[src/hdl/dagpb_pkg.sv]
package dagpb_pkg;

   localparam int MAX_HASH_BYTES = 64;
   localparam int MAX_NAME_BYTES = 255;
   localparam int MAX_DATA_BYTES = 1048576;

   localparam int MODE_W   = 2;
   localparam int CID_W    = 7;
   localparam int NAME_W   = 8;
   localparam int SIZE_W   = 64;
   localparam int DLEN_W   = 21;
   localparam int BYTE_W   = 8;
   localparam int BLEFT_W  = 21;
   localparam int BODY_W   = 9;
   localparam int VLEN_W   = 4;

   localparam logic [MODE_W-1:0] MODE_LINK    = 2'd0;
   localparam logic [MODE_W-1:0] MODE_PAYLOAD = 2'd1;
   localparam logic [MODE_W-1:0] MODE_DATA    = 2'd2;

   localparam logic [BYTE_W-1:0] TAG_LINK = 8'h12;
   localparam logic [BYTE_W-1:0] TAG_HASH = 8'h0A;
   localparam logic [BYTE_W-1:0] TAG_NAME = 8'h12;
   localparam logic [BYTE_W-1:0] TAG_SIZE = 8'h18;
   localparam logic [BYTE_W-1:0] TAG_DATA = 8'h0A;

   localparam logic [BYTE_W-1:0] VARINT_MORE = 8'h80;
   localparam logic [BYTE_W-1:0] VARINT_MASK = 8'h7F;

   typedef enum logic [1:0] {
      PH_IDLE,
      PH_HASH,
      PH_NAME,
      PH_DATA
   } phase_type;

   typedef enum logic [3:0] {
      SQ_IDLE,
      SQ_LINK_TAG,
      SQ_BODY,
      SQ_HASH_TAG,
      SQ_CID,
      SQ_NAME_TAG,
      SQ_NAME_LEN,
      SQ_SIZE_TAG,
      SQ_SIZE,
      SQ_DATA_TAG,
      SQ_DATA_LEN,
      SQ_PASS,
      SQ_ERR
   } seq_state_type;

   typedef enum logic [2:0] {
      IK_LINK,
      IK_PAY,
      IK_DATA,
      IK_EMPTY,
      IK_ERR
   } item_kind_type;

   typedef struct packed {
      logic load;
      logic shift;
   } vu_ctrl_type;

   // Number of bytes in the varint encoding of a 64-bit value.
   function automatic logic [VLEN_W-1:0] varint_len(input logic [SIZE_W-1:0] v);
      logic [VLEN_W-1:0] len;
      len = VLEN_W'(1);
      for (int i = 1; i < 10; i++) begin
         if ((v >> (7 * i)) != '0) begin
            len = VLEN_W'(i + 1);
         end
      end
      return len;
   endfunction

endpackage

[src/hdl/dagpb_if.sv]
interface dagpb_req_if;
   import dagpb_pkg::*;
   logic                valid;
   logic                ready;
   logic [MODE_W-1:0]   mode;
   logic [CID_W-1:0]    cid_length;
   logic [NAME_W-1:0]   name_length;
   logic [SIZE_W-1:0]   link_size;
   logic [DLEN_W-1:0]   data_length;
   logic [BYTE_W-1:0]   payload_byte;

   modport source(output valid, mode, cid_length, name_length, link_size, data_length,
                  payload_byte, input ready);
   modport sink(input valid, mode, cid_length, name_length, link_size, data_length,
                payload_byte, output ready);
endinterface

interface dagpb_rsp_if;
   import dagpb_pkg::*;
   logic                valid;
   logic                ready;
   logic [BYTE_W-1:0]   out_byte;
   logic                last_of_item;
   logic                sequence_error;

   modport source(output valid, out_byte, last_of_item, sequence_error, input ready);
   modport sink(input valid, out_byte, last_of_item, sequence_error, output ready);
endinterface

interface dagpb_csr_if;
   logic valid;
   logic ready;
   logic data;

   modport source(output valid, data, input ready);
   modport sink(input valid, data, output ready);
endinterface

[src/hdl/dagpb_varint_unit.sv]
module dagpb_varint_unit (
   input  logic                          clock,
   input  dagpb_pkg::vu_ctrl_type        ctrl,
   input  logic [dagpb_pkg::SIZE_W-1:0]  load_value,
   output logic [dagpb_pkg::BYTE_W-1:0]  vu_byte,
   output logic                          vu_last
);
   import dagpb_pkg::*;

   logic [SIZE_W-1:0] val_ff;
   logic [SIZE_W-1:0] val_in;

   // Each shift strips the seven bits just sent; the value is done once
   // nothing remains above the low group.
   assign vu_last = (val_ff[SIZE_W-1:7] == '0);
   assign vu_byte = (val_ff[BYTE_W-1:0] & VARINT_MASK) | (vu_last ? '0 : VARINT_MORE);

   always_comb begin
      val_in = val_ff;
      if (ctrl.load) begin
         val_in = load_value;
      end else if (ctrl.shift) begin
         val_in = val_ff >> 7;
      end
   end

   always_ff @(posedge clock) begin
      val_ff <= val_in;
   end

endmodule

[src/hdl/dagpb_link_field_serializer.sv]
// Serializes dag-pb link and data fields into protobuf bytes, one byte per
// sequencer step through a registered output stage; a step waits while the
// output is stalled. A payload transaction is accepted and its byte then moves
// into the output stage. A payload transaction that closes a hash or name
// field also emits the tag and varint bytes that follow it, up to the next
// payload field or the end of the link. A header transaction emits its bytes
// in turn: tag bytes go out directly, and varints go out through a single
// shared shift unit, stepped by the sequencer, that sheds seven bits per step.
// A data header with zero length emits no byte, and a rejected transaction
// emits one error byte. The request channel is not ready while the sequencer
// is busy.
module dagpb_link_field_serializer (
   input  logic        clock,
   input  logic        reset,
   dagpb_req_if.sink   req_ch,
   dagpb_rsp_if.source rsp_ch,
   dagpb_csr_if.sink   csr_ch
);
   import dagpb_pkg::*;

   seq_state_type      sq_ff, sq_in;
   phase_type          phase_ff, phase_in;
   logic [BLEFT_W-1:0] bytes_left_ff, bytes_left_in;
   logic [NAME_W-1:0]  name_len_ff, name_len_in;
   logic [SIZE_W-1:0]  size_ff, size_in;
   logic [BODY_W-1:0]  body_ff, body_in;
   logic [BYTE_W-1:0]  byte_ff, byte_in;
   logic               aen_ff;

   logic               rsp_valid_ff;
   logic [BYTE_W-1:0]  rsp_byte_ff;
   logic               rsp_last_ff;
   logic               rsp_err_ff;

   item_kind_type      kind;
   logic               acc;
   logic               adv;
   logic               out_fire;
   logic [BYTE_W-1:0]  emit_byte;
   logic               emit_last;
   logic               emit_err;
   vu_ctrl_type        vu_ctrl;
   logic [SIZE_W-1:0]  vu_load_value;
   logic [BYTE_W-1:0]  vu_byte;
   logic               vu_last;
   logic               name_on;
   logic               hdr_name_on;
   logic [BODY_W-1:0]  body_calc;

   assign acc      = req_ch.valid && req_ch.ready;
   assign adv      = !rsp_valid_ff || rsp_ch.ready;
   assign out_fire = (sq_ff != SQ_IDLE) && adv;
   assign name_on  = aen_ff || (name_len_ff != '0);

   assign req_ch.ready = (sq_ff == SQ_IDLE);
   assign csr_ch.ready = 1'b1;

   assign rsp_ch.valid          = rsp_valid_ff;
   assign rsp_ch.out_byte       = rsp_byte_ff;
   assign rsp_ch.last_of_item   = rsp_last_ff;
   assign rsp_ch.sequence_error = rsp_err_ff;

   dagpb_varint_unit u_varint (
      .clock      (clock),
      .ctrl       (vu_ctrl),
      .load_value (vu_load_value),
      .vu_byte    (vu_byte),
      .vu_last    (vu_last)
   );

   // Length of the link body: hash field, optional name field, size field.
   assign hdr_name_on = aen_ff || (req_ch.name_length != '0);
   always_comb begin
      body_calc = BODY_W'(3) + BODY_W'(req_ch.cid_length)
                + BODY_W'(varint_len(req_ch.link_size));
      if (hdr_name_on) begin
         body_calc = body_calc + BODY_W'(1) + BODY_W'(req_ch.name_length)
                   + ((req_ch.name_length >= 8'h80) ? BODY_W'(2) : BODY_W'(1));
      end
   end

   always_comb begin
      kind = IK_ERR;
      unique case (req_ch.mode)
         MODE_LINK: begin
            if (phase_ff == PH_IDLE && int'(req_ch.cid_length) <= MAX_HASH_BYTES
                && int'(req_ch.name_length) <= MAX_NAME_BYTES) begin
               kind = IK_LINK;
            end
         end
         MODE_PAYLOAD: begin
            if (phase_ff != PH_IDLE && bytes_left_ff != '0) begin
               kind = IK_PAY;
            end
         end
         MODE_DATA: begin
            if (phase_ff == PH_IDLE && int'(req_ch.data_length) <= MAX_DATA_BYTES) begin
               kind = (req_ch.data_length == '0) ? IK_EMPTY : IK_DATA;
            end
         end
         default: kind = IK_ERR;
      endcase
   end

   // Sequencer next state.
   always_comb begin
      sq_in = sq_ff;
      if (sq_ff == SQ_IDLE) begin
         if (acc) begin
            unique case (kind)
               IK_LINK:  sq_in = SQ_LINK_TAG;
               IK_PAY:   sq_in = SQ_PASS;
               IK_DATA:  sq_in = SQ_DATA_TAG;
               IK_EMPTY: sq_in = SQ_IDLE;
               default:  sq_in = SQ_ERR;
            endcase
         end
      end else if (adv) begin
         unique case (sq_ff)
            SQ_LINK_TAG: sq_in = SQ_BODY;
            SQ_BODY:     sq_in = vu_last ? SQ_HASH_TAG : SQ_BODY;
            SQ_HASH_TAG: sq_in = SQ_CID;
            SQ_CID: begin
               if (vu_last) begin
                  if (bytes_left_ff != '0) begin
                     sq_in = SQ_IDLE;
                  end else begin
                     sq_in = name_on ? SQ_NAME_TAG : SQ_SIZE_TAG;
                  end
               end
            end
            SQ_NAME_TAG: sq_in = SQ_NAME_LEN;
            SQ_NAME_LEN: begin
               if (vu_last) begin
                  sq_in = (name_len_ff != '0) ? SQ_IDLE : SQ_SIZE_TAG;
               end
            end
            SQ_SIZE_TAG: sq_in = SQ_SIZE;
            SQ_SIZE:     sq_in = vu_last ? SQ_IDLE : SQ_SIZE;
            SQ_DATA_TAG: sq_in = SQ_DATA_LEN;
            SQ_DATA_LEN: sq_in = vu_last ? SQ_IDLE : SQ_DATA_LEN;
            SQ_PASS: begin
               sq_in = SQ_IDLE;
               if (bytes_left_ff == '0) begin
                  if (phase_ff == PH_HASH) begin
                     sq_in = name_on ? SQ_NAME_TAG : SQ_SIZE_TAG;
                  end else if (phase_ff == PH_NAME) begin
                     sq_in = SQ_SIZE_TAG;
                  end
               end
            end
            default:     sq_in = SQ_IDLE;
         endcase
      end
   end

   // Sequencer outputs: the byte for this step and the shift unit controls.
   always_comb begin
      emit_byte     = '0;
      emit_last     = 1'b0;
      emit_err      = 1'b0;
      vu_ctrl       = '0;
      vu_load_value = '0;
      unique case (sq_ff)
         SQ_IDLE: begin
            emit_byte = '0;
         end
         SQ_LINK_TAG: begin
            emit_byte     = TAG_LINK;
            vu_ctrl.load  = adv;
            vu_load_value = SIZE_W'(body_ff);
         end
         SQ_HASH_TAG: begin
            emit_byte     = TAG_HASH;
            vu_ctrl.load  = adv;
            vu_load_value = SIZE_W'(bytes_left_ff);
         end
         SQ_NAME_TAG: begin
            emit_byte     = TAG_NAME;
            vu_ctrl.load  = adv;
            vu_load_value = SIZE_W'(name_len_ff);
         end
         SQ_SIZE_TAG: begin
            emit_byte     = TAG_SIZE;
            vu_ctrl.load  = adv;
            vu_load_value = size_ff;
         end
         SQ_DATA_TAG: begin
            emit_byte     = TAG_DATA;
            vu_ctrl.load  = adv;
            vu_load_value = SIZE_W'(bytes_left_ff);
         end
         SQ_BODY: begin
            emit_byte     = vu_byte;
            vu_ctrl.shift = adv;
         end
         SQ_CID: begin
            emit_byte     = vu_byte;
            vu_ctrl.shift = adv;
            emit_last     = vu_last && (bytes_left_ff != '0);
         end
         SQ_NAME_LEN: begin
            emit_byte     = vu_byte;
            vu_ctrl.shift = adv;
            emit_last     = vu_last && (name_len_ff != '0);
         end
         SQ_SIZE, SQ_DATA_LEN: begin
            emit_byte     = vu_byte;
            vu_ctrl.shift = adv;
            emit_last     = vu_last;
         end
         SQ_PASS: begin
            emit_byte = byte_ff;
            emit_last = !((bytes_left_ff == '0)
                          && (phase_ff == PH_HASH || phase_ff == PH_NAME));
         end
         SQ_ERR: begin
            emit_byte = '0;
            emit_last = 1'b1;
            emit_err  = 1'b1;
         end
         default: begin
            emit_byte = '0;
         end
      endcase
   end

   // Link and field state. The phase changes when the sequencer sends the last
   // byte of a hash or name header, of a link, or of a data field; a data header enters the data phase when accepted.
   always_comb begin
      phase_in      = phase_ff;
      bytes_left_in = bytes_left_ff;
      name_len_in   = name_len_ff;
      size_in       = size_ff;
      body_in       = body_ff;
      byte_in       = byte_ff;
      if (acc) begin
         case (kind)
            IK_LINK: begin
               name_len_in   = req_ch.name_length;
               size_in       = req_ch.link_size;
               bytes_left_in = BLEFT_W'(req_ch.cid_length);
               body_in       = body_calc;
            end
            IK_PAY: begin
               bytes_left_in = bytes_left_ff - BLEFT_W'(1);
               byte_in       = req_ch.payload_byte;
            end
            IK_DATA: begin
               phase_in      = PH_DATA;
               bytes_left_in = BLEFT_W'(req_ch.data_length);
            end
            default: begin
               phase_in = phase_ff;
            end
         endcase
      end else if (adv) begin
         case (sq_ff)
            SQ_CID: begin
               if (vu_last && bytes_left_ff != '0) begin
                  phase_in = PH_HASH;
               end
            end
            SQ_NAME_LEN: begin
               if (vu_last && name_len_ff != '0) begin
                  phase_in      = PH_NAME;
                  bytes_left_in = BLEFT_W'(name_len_ff);
               end
            end
            SQ_SIZE: begin
               if (vu_last) begin
                  phase_in      = PH_IDLE;
                  bytes_left_in = '0;
               end
            end
            SQ_PASS: begin
               if (bytes_left_ff == '0 && phase_ff == PH_DATA) begin
                  phase_in = PH_IDLE;
               end
            end
            default: begin
               phase_in = phase_ff;
            end
         endcase
      end
   end

   always_ff @(posedge clock) begin
      if (reset) begin
         sq_ff         <= SQ_IDLE;
         phase_ff      <= PH_IDLE;
         bytes_left_ff <= '0;
         aen_ff        <= 1'b1;
         rsp_valid_ff  <= 1'b0;
      end else begin
         sq_ff         <= sq_in;
         phase_ff      <= phase_in;
         bytes_left_ff <= bytes_left_in;
         if (csr_ch.valid && csr_ch.ready) begin
            aen_ff <= csr_ch.data;
         end
         if (out_fire) begin
            rsp_valid_ff <= 1'b1;
         end else if (rsp_ch.ready) begin
            rsp_valid_ff <= 1'b0;
         end
      end
   end

   always_ff @(posedge clock) begin
      name_len_ff <= name_len_in;
      size_ff     <= size_in;
      body_ff     <= body_in;
      byte_ff     <= byte_in;
      if (out_fire) begin
         rsp_byte_ff <= emit_byte;
         rsp_last_ff <= emit_last;
         rsp_err_ff  <= emit_err;
      end
   end

   // An error transaction is always a single zero byte that closes the item.
   assert property (@(posedge clock) disable iff (reset)
      (rsp_valid_ff && rsp_err_ff) |-> (rsp_last_ff && rsp_byte_ff == '0))
      else $error("error transaction is not a closing zero byte");

   // Between items, an open field always has bytes still to come.
   assert property (@(posedge clock) disable iff (reset)
      (sq_ff == SQ_IDLE && phase_ff != PH_IDLE) |-> (bytes_left_ff != '0))
      else $error("open field with no bytes left");

   // The hash length fits in one varint byte, so the shift unit must be done.
   assert property (@(posedge clock) disable iff (reset)
      (sq_ff == SQ_CID) |-> vu_last)
      else $error("hash length varint longer than one byte");

   // Each step of the sequencer moves exactly one byte into the output stage.
   assert property (@(posedge clock) disable iff (reset)
      out_fire |=> rsp_valid_ff)
      else $error("sequencer step lost its byte");

endmodule
[src/flat_wrapper.sv]
// flat-port wrapper written by rule: the top's interface ports become plain ports
module dagpb_link_field_serializer_flat import dagpb_pkg::*;
  (clock, reset, req_ch_valid, req_ch_mode, req_ch_cid_length, req_ch_name_length, req_ch_link_size, req_ch_data_length, req_ch_payload_byte, req_ch_ready, rsp_ch_valid, rsp_ch_out_byte, rsp_ch_last_of_item, rsp_ch_sequence_error, rsp_ch_ready, csr_ch_valid, csr_ch_data, csr_ch_ready);
  dagpb_req_if req_ch_i ();
  dagpb_rsp_if rsp_ch_i ();
  dagpb_csr_if csr_ch_i ();
  input  logic clock;
  input  logic reset;
  input wire logic [$bits(req_ch_i.valid)-1:0] req_ch_valid;
  input wire logic [$bits(req_ch_i.mode)-1:0] req_ch_mode;
  input wire logic [$bits(req_ch_i.cid_length)-1:0] req_ch_cid_length;
  input wire logic [$bits(req_ch_i.name_length)-1:0] req_ch_name_length;
  input wire logic [$bits(req_ch_i.link_size)-1:0] req_ch_link_size;
  input wire logic [$bits(req_ch_i.data_length)-1:0] req_ch_data_length;
  input wire logic [$bits(req_ch_i.payload_byte)-1:0] req_ch_payload_byte;
  output wire logic [$bits(req_ch_i.ready)-1:0] req_ch_ready;
  output wire logic [$bits(rsp_ch_i.valid)-1:0] rsp_ch_valid;
  output wire logic [$bits(rsp_ch_i.out_byte)-1:0] rsp_ch_out_byte;
  output wire logic [$bits(rsp_ch_i.last_of_item)-1:0] rsp_ch_last_of_item;
  output wire logic [$bits(rsp_ch_i.sequence_error)-1:0] rsp_ch_sequence_error;
  input wire logic [$bits(rsp_ch_i.ready)-1:0] rsp_ch_ready;
  input wire logic [$bits(csr_ch_i.valid)-1:0] csr_ch_valid;
  input wire logic [$bits(csr_ch_i.data)-1:0] csr_ch_data;
  output wire logic [$bits(csr_ch_i.ready)-1:0] csr_ch_ready;
  assign req_ch_i.valid = req_ch_valid;
  assign req_ch_i.mode = req_ch_mode;
  assign req_ch_i.cid_length = req_ch_cid_length;
  assign req_ch_i.name_length = req_ch_name_length;
  assign req_ch_i.link_size = req_ch_link_size;
  assign req_ch_i.data_length = req_ch_data_length;
  assign req_ch_i.payload_byte = req_ch_payload_byte;
  assign req_ch_ready = req_ch_i.ready;
  assign rsp_ch_valid = rsp_ch_i.valid;
  assign rsp_ch_out_byte = rsp_ch_i.out_byte;
  assign rsp_ch_last_of_item = rsp_ch_i.last_of_item;
  assign rsp_ch_sequence_error = rsp_ch_i.sequence_error;
  assign rsp_ch_i.ready = rsp_ch_ready;
  assign csr_ch_i.valid = csr_ch_valid;
  assign csr_ch_i.data = csr_ch_data;
  assign csr_ch_ready = csr_ch_i.ready;
  dagpb_link_field_serializer u_core (.clock(clock), .reset(reset), .req_ch(req_ch_i), .rsp_ch(rsp_ch_i), .csr_ch(csr_ch_i));
endmodule
[config.mk]
export PLATFORM = sky130hd
export DESIGN_NAME = dagpb_link_field_serializer_flat
export DESIGN_NICKNAME = d
export VERILOG_FILES = /design/src/hdl/dagpb_pkg.sv /design/src/hdl/dagpb_if.sv /design/src/hdl/dagpb_varint_unit.sv /design/src/hdl/dagpb_link_field_serializer.sv /design/src/flat_wrapper.sv
export SDC_FILE = /design/constraint.sdc
export NUM_CORES = 1
export LEC_CHECK = 0
export BUFFER_PORTS_ARGS = -buffer_cell sky130_fd_sc_hd__buf_2
export CELL_PAD_IN_SITES_DETAIL_PLACEMENT = 1
export CELL_PAD_IN_SITES_GLOBAL_PLACEMENT = 2
export CORE_ASPECT_RATIO = 0.75
export CORE_MARGIN = 10
export CORE_UTILIZATION = 34
export DETAILED_ROUTE_END_ITERATION = 8
export PLACE_DENSITY_LB_ADDON = 0.1
export SYNTH_ARGS = -nofsm -noshare
export SYNTH_HDL_FRONTEND = slang
export SYNTH_SLANG_ARGS = --single-unit
[constraint.sdc]
create_clock -name clock -period 5.3 [get_ports clock]
set_input_delay 0.53 -clock clock [delete_from_list [all_inputs] [get_ports clock]]
set_output_delay 0.53 -clock clock [all_outputs]
set_load 0.1 [all_outputs]
# After elaboration in Yosys (flattened, before gate mapping)
# Cells that the tools add are included.
[word_totals]
regBits = 192
inputBits = 116
out_inout_bits = 13
wordCells = 160
[classes]
n_addsub = 6
magnitude_cmp = 3
eq_ne = 29
muxes = 57
bitwise_logic = 1
reduce_logical = 51
[op_table]
columns = ["op", "count"]
rows = [
  ["64-bit nonzero test", 8],
  ["64-bit case mux with 4 select lines", 1],
  ["64-bit 2-to-1 mux", 2],
  ["21-bit 2-to-1 mux", 4],
  ["4-bit 2-to-1 mux", 18],
  ["21-bit case mux with 3 select lines", 1],
  ["57-bit zero test", 1],
  ["4-bit case mux with 11 select lines", 1],
  ["21-bit zero test", 2],
  ["21-bit case mux with 2 select lines", 1],
  ["8-bit case mux with 5 select lines", 1],
  ["21-bit <= comparator (second input constant)", 1],
  ["21-bit nonzero test", 1],
  ["21-bit by 1-bit subtractor with 21-bit output (second input constant)", 1],
  ["4-bit equality test (second input constant)", 5],
  ["2-bit 2-to-1 mux", 10],
  ["4-bit by 3-bit equality test with 1-bit output (second input constant)", 4],
  ["4-bit case mux with 4 select lines", 1],
  ["8-bit nonzero test", 2],
  ["3-bit 2-to-1 mux", 5],
  ["2-bit nonzero test", 5],
  ["5-bit OR reduction", 2],
  ["9-bit by 1-bit adder with 9-bit output (second input constant)", 1],
  ["9-bit by 4-bit adder with 9-bit output", 1],
  ["other kinds (36)", 68],
]

# Logic depth before layout (Yosys ltp)
[logic_depth]
word_depth = 15
depth_mapped = 22
mapped_depth_nobuf = 22

# Cells and area by module
# A second synthesis with hierarchy kept.
[hier_totals]
cells_unflattened = 842
hier_area_um2 = 9980.8
[by_module_without_submodules]
columns = ["mod", "n_inst", "cells_per_inst", "area_per_inst_um2", "seq_area_each_um2"]
rows = [
  ["dagpb_link_field_serializer", 1, 678, 7146.9, 3553.4],
  ["dagpb_varint_unit", 1, 164, 2834.0, 1921.8],
]

# Worst setup path after synthesis
# Ideal clock, no wire load.
[synth_path]
path_kind = "reg-to-reg"
from = "register u_core.sq_ff[1]"
to = "register u_core.body_ff[0], enable pin"
setup_time_ns = 0.521
t_arrival_ns = 5.303
required_time_ns = 4.779
slack_ns = -0.524
stages_incl_launch_ff = 8
path_buffers = 2
synth_period_minus_slack_ns = 5.824
cell_sequence = "dfxtp_1 > clkbuf_1 > nor2_1 > nand2_1 > inv_1 > nand2_1 > buf_1 > nor2_1"
[synth_between]
elab_chain_len = 3
[synth_rtl]
columns = ["element", "line", "rtl"]
rows = [
  ["start, declared", "dagpb_link_field_serializer.sv:21", "seq_state_type sq_ff, sq_in;"],
  ["start signal, assigned", "dagpb_link_field_serializer.sv:296", "sq_ff <= sq_in;"],
  ["4-bit zero test", "dagpb_link_field_serializer.sv:55", "assign req_ch.ready = (sq_ff == SQ_IDLE);"],
  ["named net req_ch_ready", "flat_wrapper.sv:16", "output wire logic [$bits(req_ch_i.ready)-1:0] req_ch_ready;"],
  ["1-bit logical AND", "dagpb_link_field_serializer.sv:50", "assign acc = req_ch.valid && req_ch.ready;"],
  ["2-bit AND reduction (no source line)", "-", ""],
  ["end signal, assigned", "dagpb_link_field_serializer.sv:313", "body_ff <= body_in;"],
  ["end, declared", "dagpb_link_field_serializer.sv:26", "logic [BODY_W-1:0] body_ff, body_in;"],
]
# The timed path passes the listed nets, and every way through them passes these cells.
# A chain may end at the register's enable or synchronous reset.

# Worst setup path in the final report
[layout_path]
from = "input port req_ch_link_size[28]"
to = "register u_core.body_ff[7] (data pin)"
[layout_between]
elab_chain_len = 15
elab_cells_between_ends = 18
cone_classes = "add/sub: 4; mux: 10; reduce/logical: 4"
[layout_rtl]
columns = ["element", "line", "rtl"]
rows = [
  ["start, declared", "flat_wrapper.sv:13", "input wire logic [$bits(req_ch_i.link_size)-1:0] req_ch_link_size;"],
  ["64-bit nonzero test", "dagpb_pkg.sv:71", "if ((v >> (7 * i)) != '0) begin"],
  ["2-bit 2-to-1 mux", "dagpb_pkg.sv:71", ""],
  ["4-bit 2-to-1 mux (2 in series)", "dagpb_pkg.sv:71", ""],
  ["4-bit 2-to-1 mux * (6 in series)", "dagpb_pkg.sv:71", ""],
  ["9-bit by 4-bit adder with 9-bit output *", "dagpb_link_field_serializer.sv:75", "+ BODY_W'(varint_len(req_ch.link_size));"],
  ["9-bit by 1-bit adder with 9-bit output", "dagpb_link_field_serializer.sv:77", "body_calc = body_calc + BODY_W'(1) + BODY_W'(req_ch.name_length)"],
  ["9-bit by 8-bit adder with 9-bit output", "dagpb_link_field_serializer.sv:77", ""],
  ["9-bit adder", "dagpb_link_field_serializer.sv:78", "+ ((req_ch.name_length >= 8'h80) ? BODY_W'(2) : BODY_W'(1));"],
  ["9-bit 2-to-1 mux *", "dagpb_link_field_serializer.sv:76", "if (hdr_name_on) begin"],
  ["named net u_core.body_calc[7]", "dagpb_link_field_serializer.sv:48", "logic [BODY_W-1:0] body_calc;"],
]
# The timed path passes the listed nets; every way through them passes the cells marked *.

==> flow_metrics.tcl <==
set metrics [dict create \
    run_status "completed" \
    gpl.final_weighted_congestion 0.804 \
    worst-path-max-fanout 2 \
    asyncSetResetFlopFracSynth 0 \
    synth_top_flop_cell "sky130_fd_sc_hd__edfxtp_1" \
    wl_per_cell_microns 22.5 \
    postSynthCellCount 915 \
    vias_per_cell 5.38 \
    tns_ps 0 \
    drtAntennaViolNets 0 \
    area_growth_syn_to_layout_pct 18.1 \
    vdd.ir_drop.worst_uv 252 \
    rsz0062_at_grt "no" \
    netlist.top_cell.by_area "sky130_fd_sc_hd__edfxtp_1" \
    worstPathRequired_ps 5490 \
    synthAdderAreaFrac 0.0444 \
    core.rowCount 53 \
    io_pins 129 \
    synthesized_area_fraction_occupied_by_and_or_nand_nor_cells 0.194 \
    dominant_combinational_cell_family_by_area_after_synthesis "simple AND/OR/NAND/NOR gates" \
    clk_latency_ps 440 \
    final_layout_size_suffix_gt1_frac 0.205 \
    cts_inserted_buffers 17 \
    place.detailed.hpwl_microns 24300 \
    gr-usage-all-layers 0.179 \
    largest_net_degree_at_the_start_of_global_routing 82 \
    total_power_mw 5.95 \
    worst_hold_path.num_cells 1 \
    flip_flop_and_latch_count_after_synthesis 192 \
    max_slew_margin 0.341 \
    synthesis.area_sq_um 9750 \
    timing.critical_path.to_type "register" \
    timing.fmax_mhz 206 \
    worstMarginPinSlew_ps 988 \
    cts_clk_pin_slew_worst_paths_ps 70 \
    critical_path_start_type "primary input" \
    regArea_sq_um 5480 \
    report.final.hold_viol_count 0 \
    cts_tree "done" \
    final_core_utilization 0.409 \
    multi_input_area_sq_um 3960 \
    timing.setup.critical_path_class "in -> reg" \
    synth_area_per_cell_sq_um 10.7 \
    synthTopCellsByArea "sky130_fd_sc_hd__edfxtp_1 (50%), sky130_fd_sc_hd__dfxtp_1 (6.0%), sky130_fd_sc_hd__nand2_1 (4.7%), sky130_fd_sc_hd__ha_1 (3.7%), sky130_fd_sc_hd__nor2_1 (3.2%)" \
    finalWirelength_microns 32400 \
    synth-seq-area-share 0.562 \
    grt_remaining_overflow 0 \
    starting_density_of_the_core 0.347 \
    mostFrequentLayoutCell "sky130_fd_sc_hd__edfxtp_1" \
    r2r.worst_path.cells 9 \
    cts_sinks 192 \
    grt_first_pass_wirelength_microns 49700 \
    finalSetupViolations 0 \
    clockBufferDepth 2 \
    maxCapViolCount 0 \
    synth_cell_type_count 79 \
    crit_arrival_ps 5050 \
    die_w_microns 216 \
    synth-compound-area-share 0.131 \
    via_count 7764 \
    detailedPlace.worstSlack_ps -285 \
    htree_levels 4 \
    worst_slack_ps 449 \
    final_report_max_slew_violation_count 0 \
    detailedRoute.firstIterationViolations 596 \
    synth_top_cell_area_share 0.502 \
    yosysWarningCount 0 \
    grt_pass1_vias 8018 \
    clock_tree.root_cell "sky130_fd_sc_hd__clkbuf_16" \
    io_buffer_count 127 \
    final_cell_mix "sky130_fd_sc_hd__edfxtp_1 (163), sky130_fd_sc_hd__buf_2 (127), sky130_fd_sc_hd__nand2_1 (121)" \
    firstDrtPassIters 7 \
    nNetsFinal 1190 \
    power_per_cell_area_nw_per_um2 517 \
    cts_hold_repair_buffers 0 \
    power.leakage_nw 4.39 \
    fp.dieArea_sq_um 35900 \
    synth.area.mux_share 0.00745 \
    min_delay_path_class "in -> reg" \
    core_area_sq_um 28100 \
    detail_route.drc_violations 0 \
    number_of_flops_mapped_to_enable_cells_by_yosys 163 \
    finalCriticalPeriod_ps 4850 \
    syn-num-nets 1063 \
    finalClockSkew_ps 10.3 \
    fill_cell_instance_count_of_the_final_layout 3168 \
    post_route_clock_period_utilization 0.915 \
    die_h_microns 167 \
    post_synth_xor_area_fraction 0.0250 \
    antenna_violations_before_repair 4 \
]
## layout make-up
class / count / area share
diodes: 2 / 0.000435
clock buffers: 19 / 0.0376
clock inverters: 13 / 0.0120
inverters: 35 / 0.0114
multi-input cells: 637 / 0.344
flip-flops and latches: 192 / 0.476
well taps: 385 / 0.0419
repair buffers: 159 / 0.0772
## synthesized netlist by cell type (4+ instances only)
cell type and n:
sky130_fd_sc_hd__a21oi_1 42, sky130_fd_sc_hd__xor2_1 12, sky130_fd_sc_hd__clkbuf_1 36, sky130_fd_sc_hd__and3_1 15, sky130_fd_sc_hd__a21boi_0 4, sky130_fd_sc_hd__nand2b_1 6, sky130_fd_sc_hd__edfxtp_1 163, sky130_fd_sc_hd__or3_1 5
sky130_fd_sc_hd__nor3b_1 8, sky130_fd_sc_hd__buf_1 7, sky130_fd_sc_hd__nor3_1 21, sky130_fd_sc_hd__o31ai_1 6, sky130_fd_sc_hd__nor2_1 82, sky130_fd_sc_hd__ha_1 29, sky130_fd_sc_hd__a222oi_1 9, sky130_fd_sc_hd__a22oi_1 6
sky130_fd_sc_hd__xnor2_1 14, sky130_fd_sc_hd__nor4_1 36, sky130_fd_sc_hd__nand2_1 121, sky130_fd_sc_hd__nor2b_1 6, sky130_fd_sc_hd__nand3_1 54, sky130_fd_sc_hd__a22o_1 5, sky130_fd_sc_hd__nand4_1 5, sky130_fd_sc_hd__mux2i_1 5
sky130_fd_sc_hd__inv_1 35, sky130_fd_sc_hd__and2_1 8, sky130_fd_sc_hd__a31oi_1 17, sky130_fd_sc_hd__buf_4 4, sky130_fd_sc_hd__o21ai_0 28, sky130_fd_sc_hd__a221oi_1 24, sky130_fd_sc_hd__dfxtp_1 29
## flip-flops by register name (all words and copies together), names as in the netlist
name and flops:
u_core.aen_ff 1, u_core.body_ff 9, u_core.byte_ff 8, u_core.bytes_left_ff 21
u_core.name_len_ff 8, u_core.phase_ff 2, u_core.rsp_ch.last_of_item 1, u_core.rsp_ch.out_byte 8
u_core.rsp_ch.sequence_error 1, u_core.rsp_ch.valid 1, u_core.size_ff 64, u_core.sq_ff 4
u_core.u_varint.val_ff 64
## worst max-delay path: stages
cell,delay (ps)
sky130_fd_sc_hd__buf_2,110
sky130_fd_sc_hd__nor4_2,390
sky130_fd_sc_hd__nand4b_1,140
sky130_fd_sc_hd__buf_4,180
sky130_fd_sc_hd__nor4_1,230
sky130_fd_sc_hd__buf_4,180
sky130_fd_sc_hd__o21a_1,110
sky130_fd_sc_hd__o31a_1,120
sky130_fd_sc_hd__o21bai_1,60
sky130_fd_sc_hd__a21oi_1,150
sky130_fd_sc_hd__ha_1,180
sky130_fd_sc_hd__inv_1,60
sky130_fd_sc_hd__fa_1,460
sky130_fd_sc_hd__fa_1,510
sky130_fd_sc_hd__inv_1,50
sky130_fd_sc_hd__ha_1,280
sky130_fd_sc_hd__a21o_1,170
sky130_fd_sc_hd__a21oi_1,170
sky130_fd_sc_hd__nand2b_1,120
sky130_fd_sc_hd__a21boi_0,100
sky130_fd_sc_hd__o41a_1,330
sky130_fd_sc_hd__xor2_1,140
sky130_fd_sc_hd__mux2_2,260
## stage by stage
step	area, sq um	hold WS, ps	std cells
floorplan	9750	465	915
global placement	10900	520	1407
detailed placement	10900	518	1407
CTS	11500	242	1439
global route	11500	238	1442
finish	11500	263	1442
## where the power goes
group / total, mW / internal, mW / switching [mW]
sequential: 2.47 / 2.23 / 0.239
combinational: 2.19 / 0.631 / 1.56
clock: 1.28 / 0.697 / 0.588
## what timing repair did
item / in CTS / in global routing
endpoints found under the setup margin: 0 / 3
buffers inserted: 0 / 1
endpoints found under the hold margin: 0 / 0
gates resized for setup: 0 / 1
## per-layer routing
metal  share of wire  vias to the layer above  GRT usage  routed length, microns
met5         0.00065                        -          0                      21
met4          0.0066                        4     0.0312                     213
met3           0.042                       17     0.0344                    1370
met2            0.44                      159      0.263                   14200
met1            0.51                     3893      0.267                   16700
li1                -                     3691          -                       -
## cells by family (layout without fill, tap and decap cells)
group / count (synthesis) / after routing
DFF: 192 / 192
buffers and inverters: 86 / 226
adders and majority gates: 33 / 33
and+or+nand+nor: 388 / 388
AOI/OAI and AO/OA: 181 / 181
xor gates and xnor gates: 27 / 27
muxes: 7 / 7
other: 1 / 3
## worst paths after layout
kind / startpoint / end / slack, ps
min: req_ch_link_size[6] / u_core.size_ff[6] / 260
max reg2reg: u_core.sq_ff[1] / u_core.bytes_left_ff[4] / 1870
min reg2reg: u_core.bytes_left_ff[9] / u_core.bytes_left_ff[9] / 540
max: req_ch_link_size[28] / u_core.body_ff[7] / 450
Power figures use the tool's default switching activity.
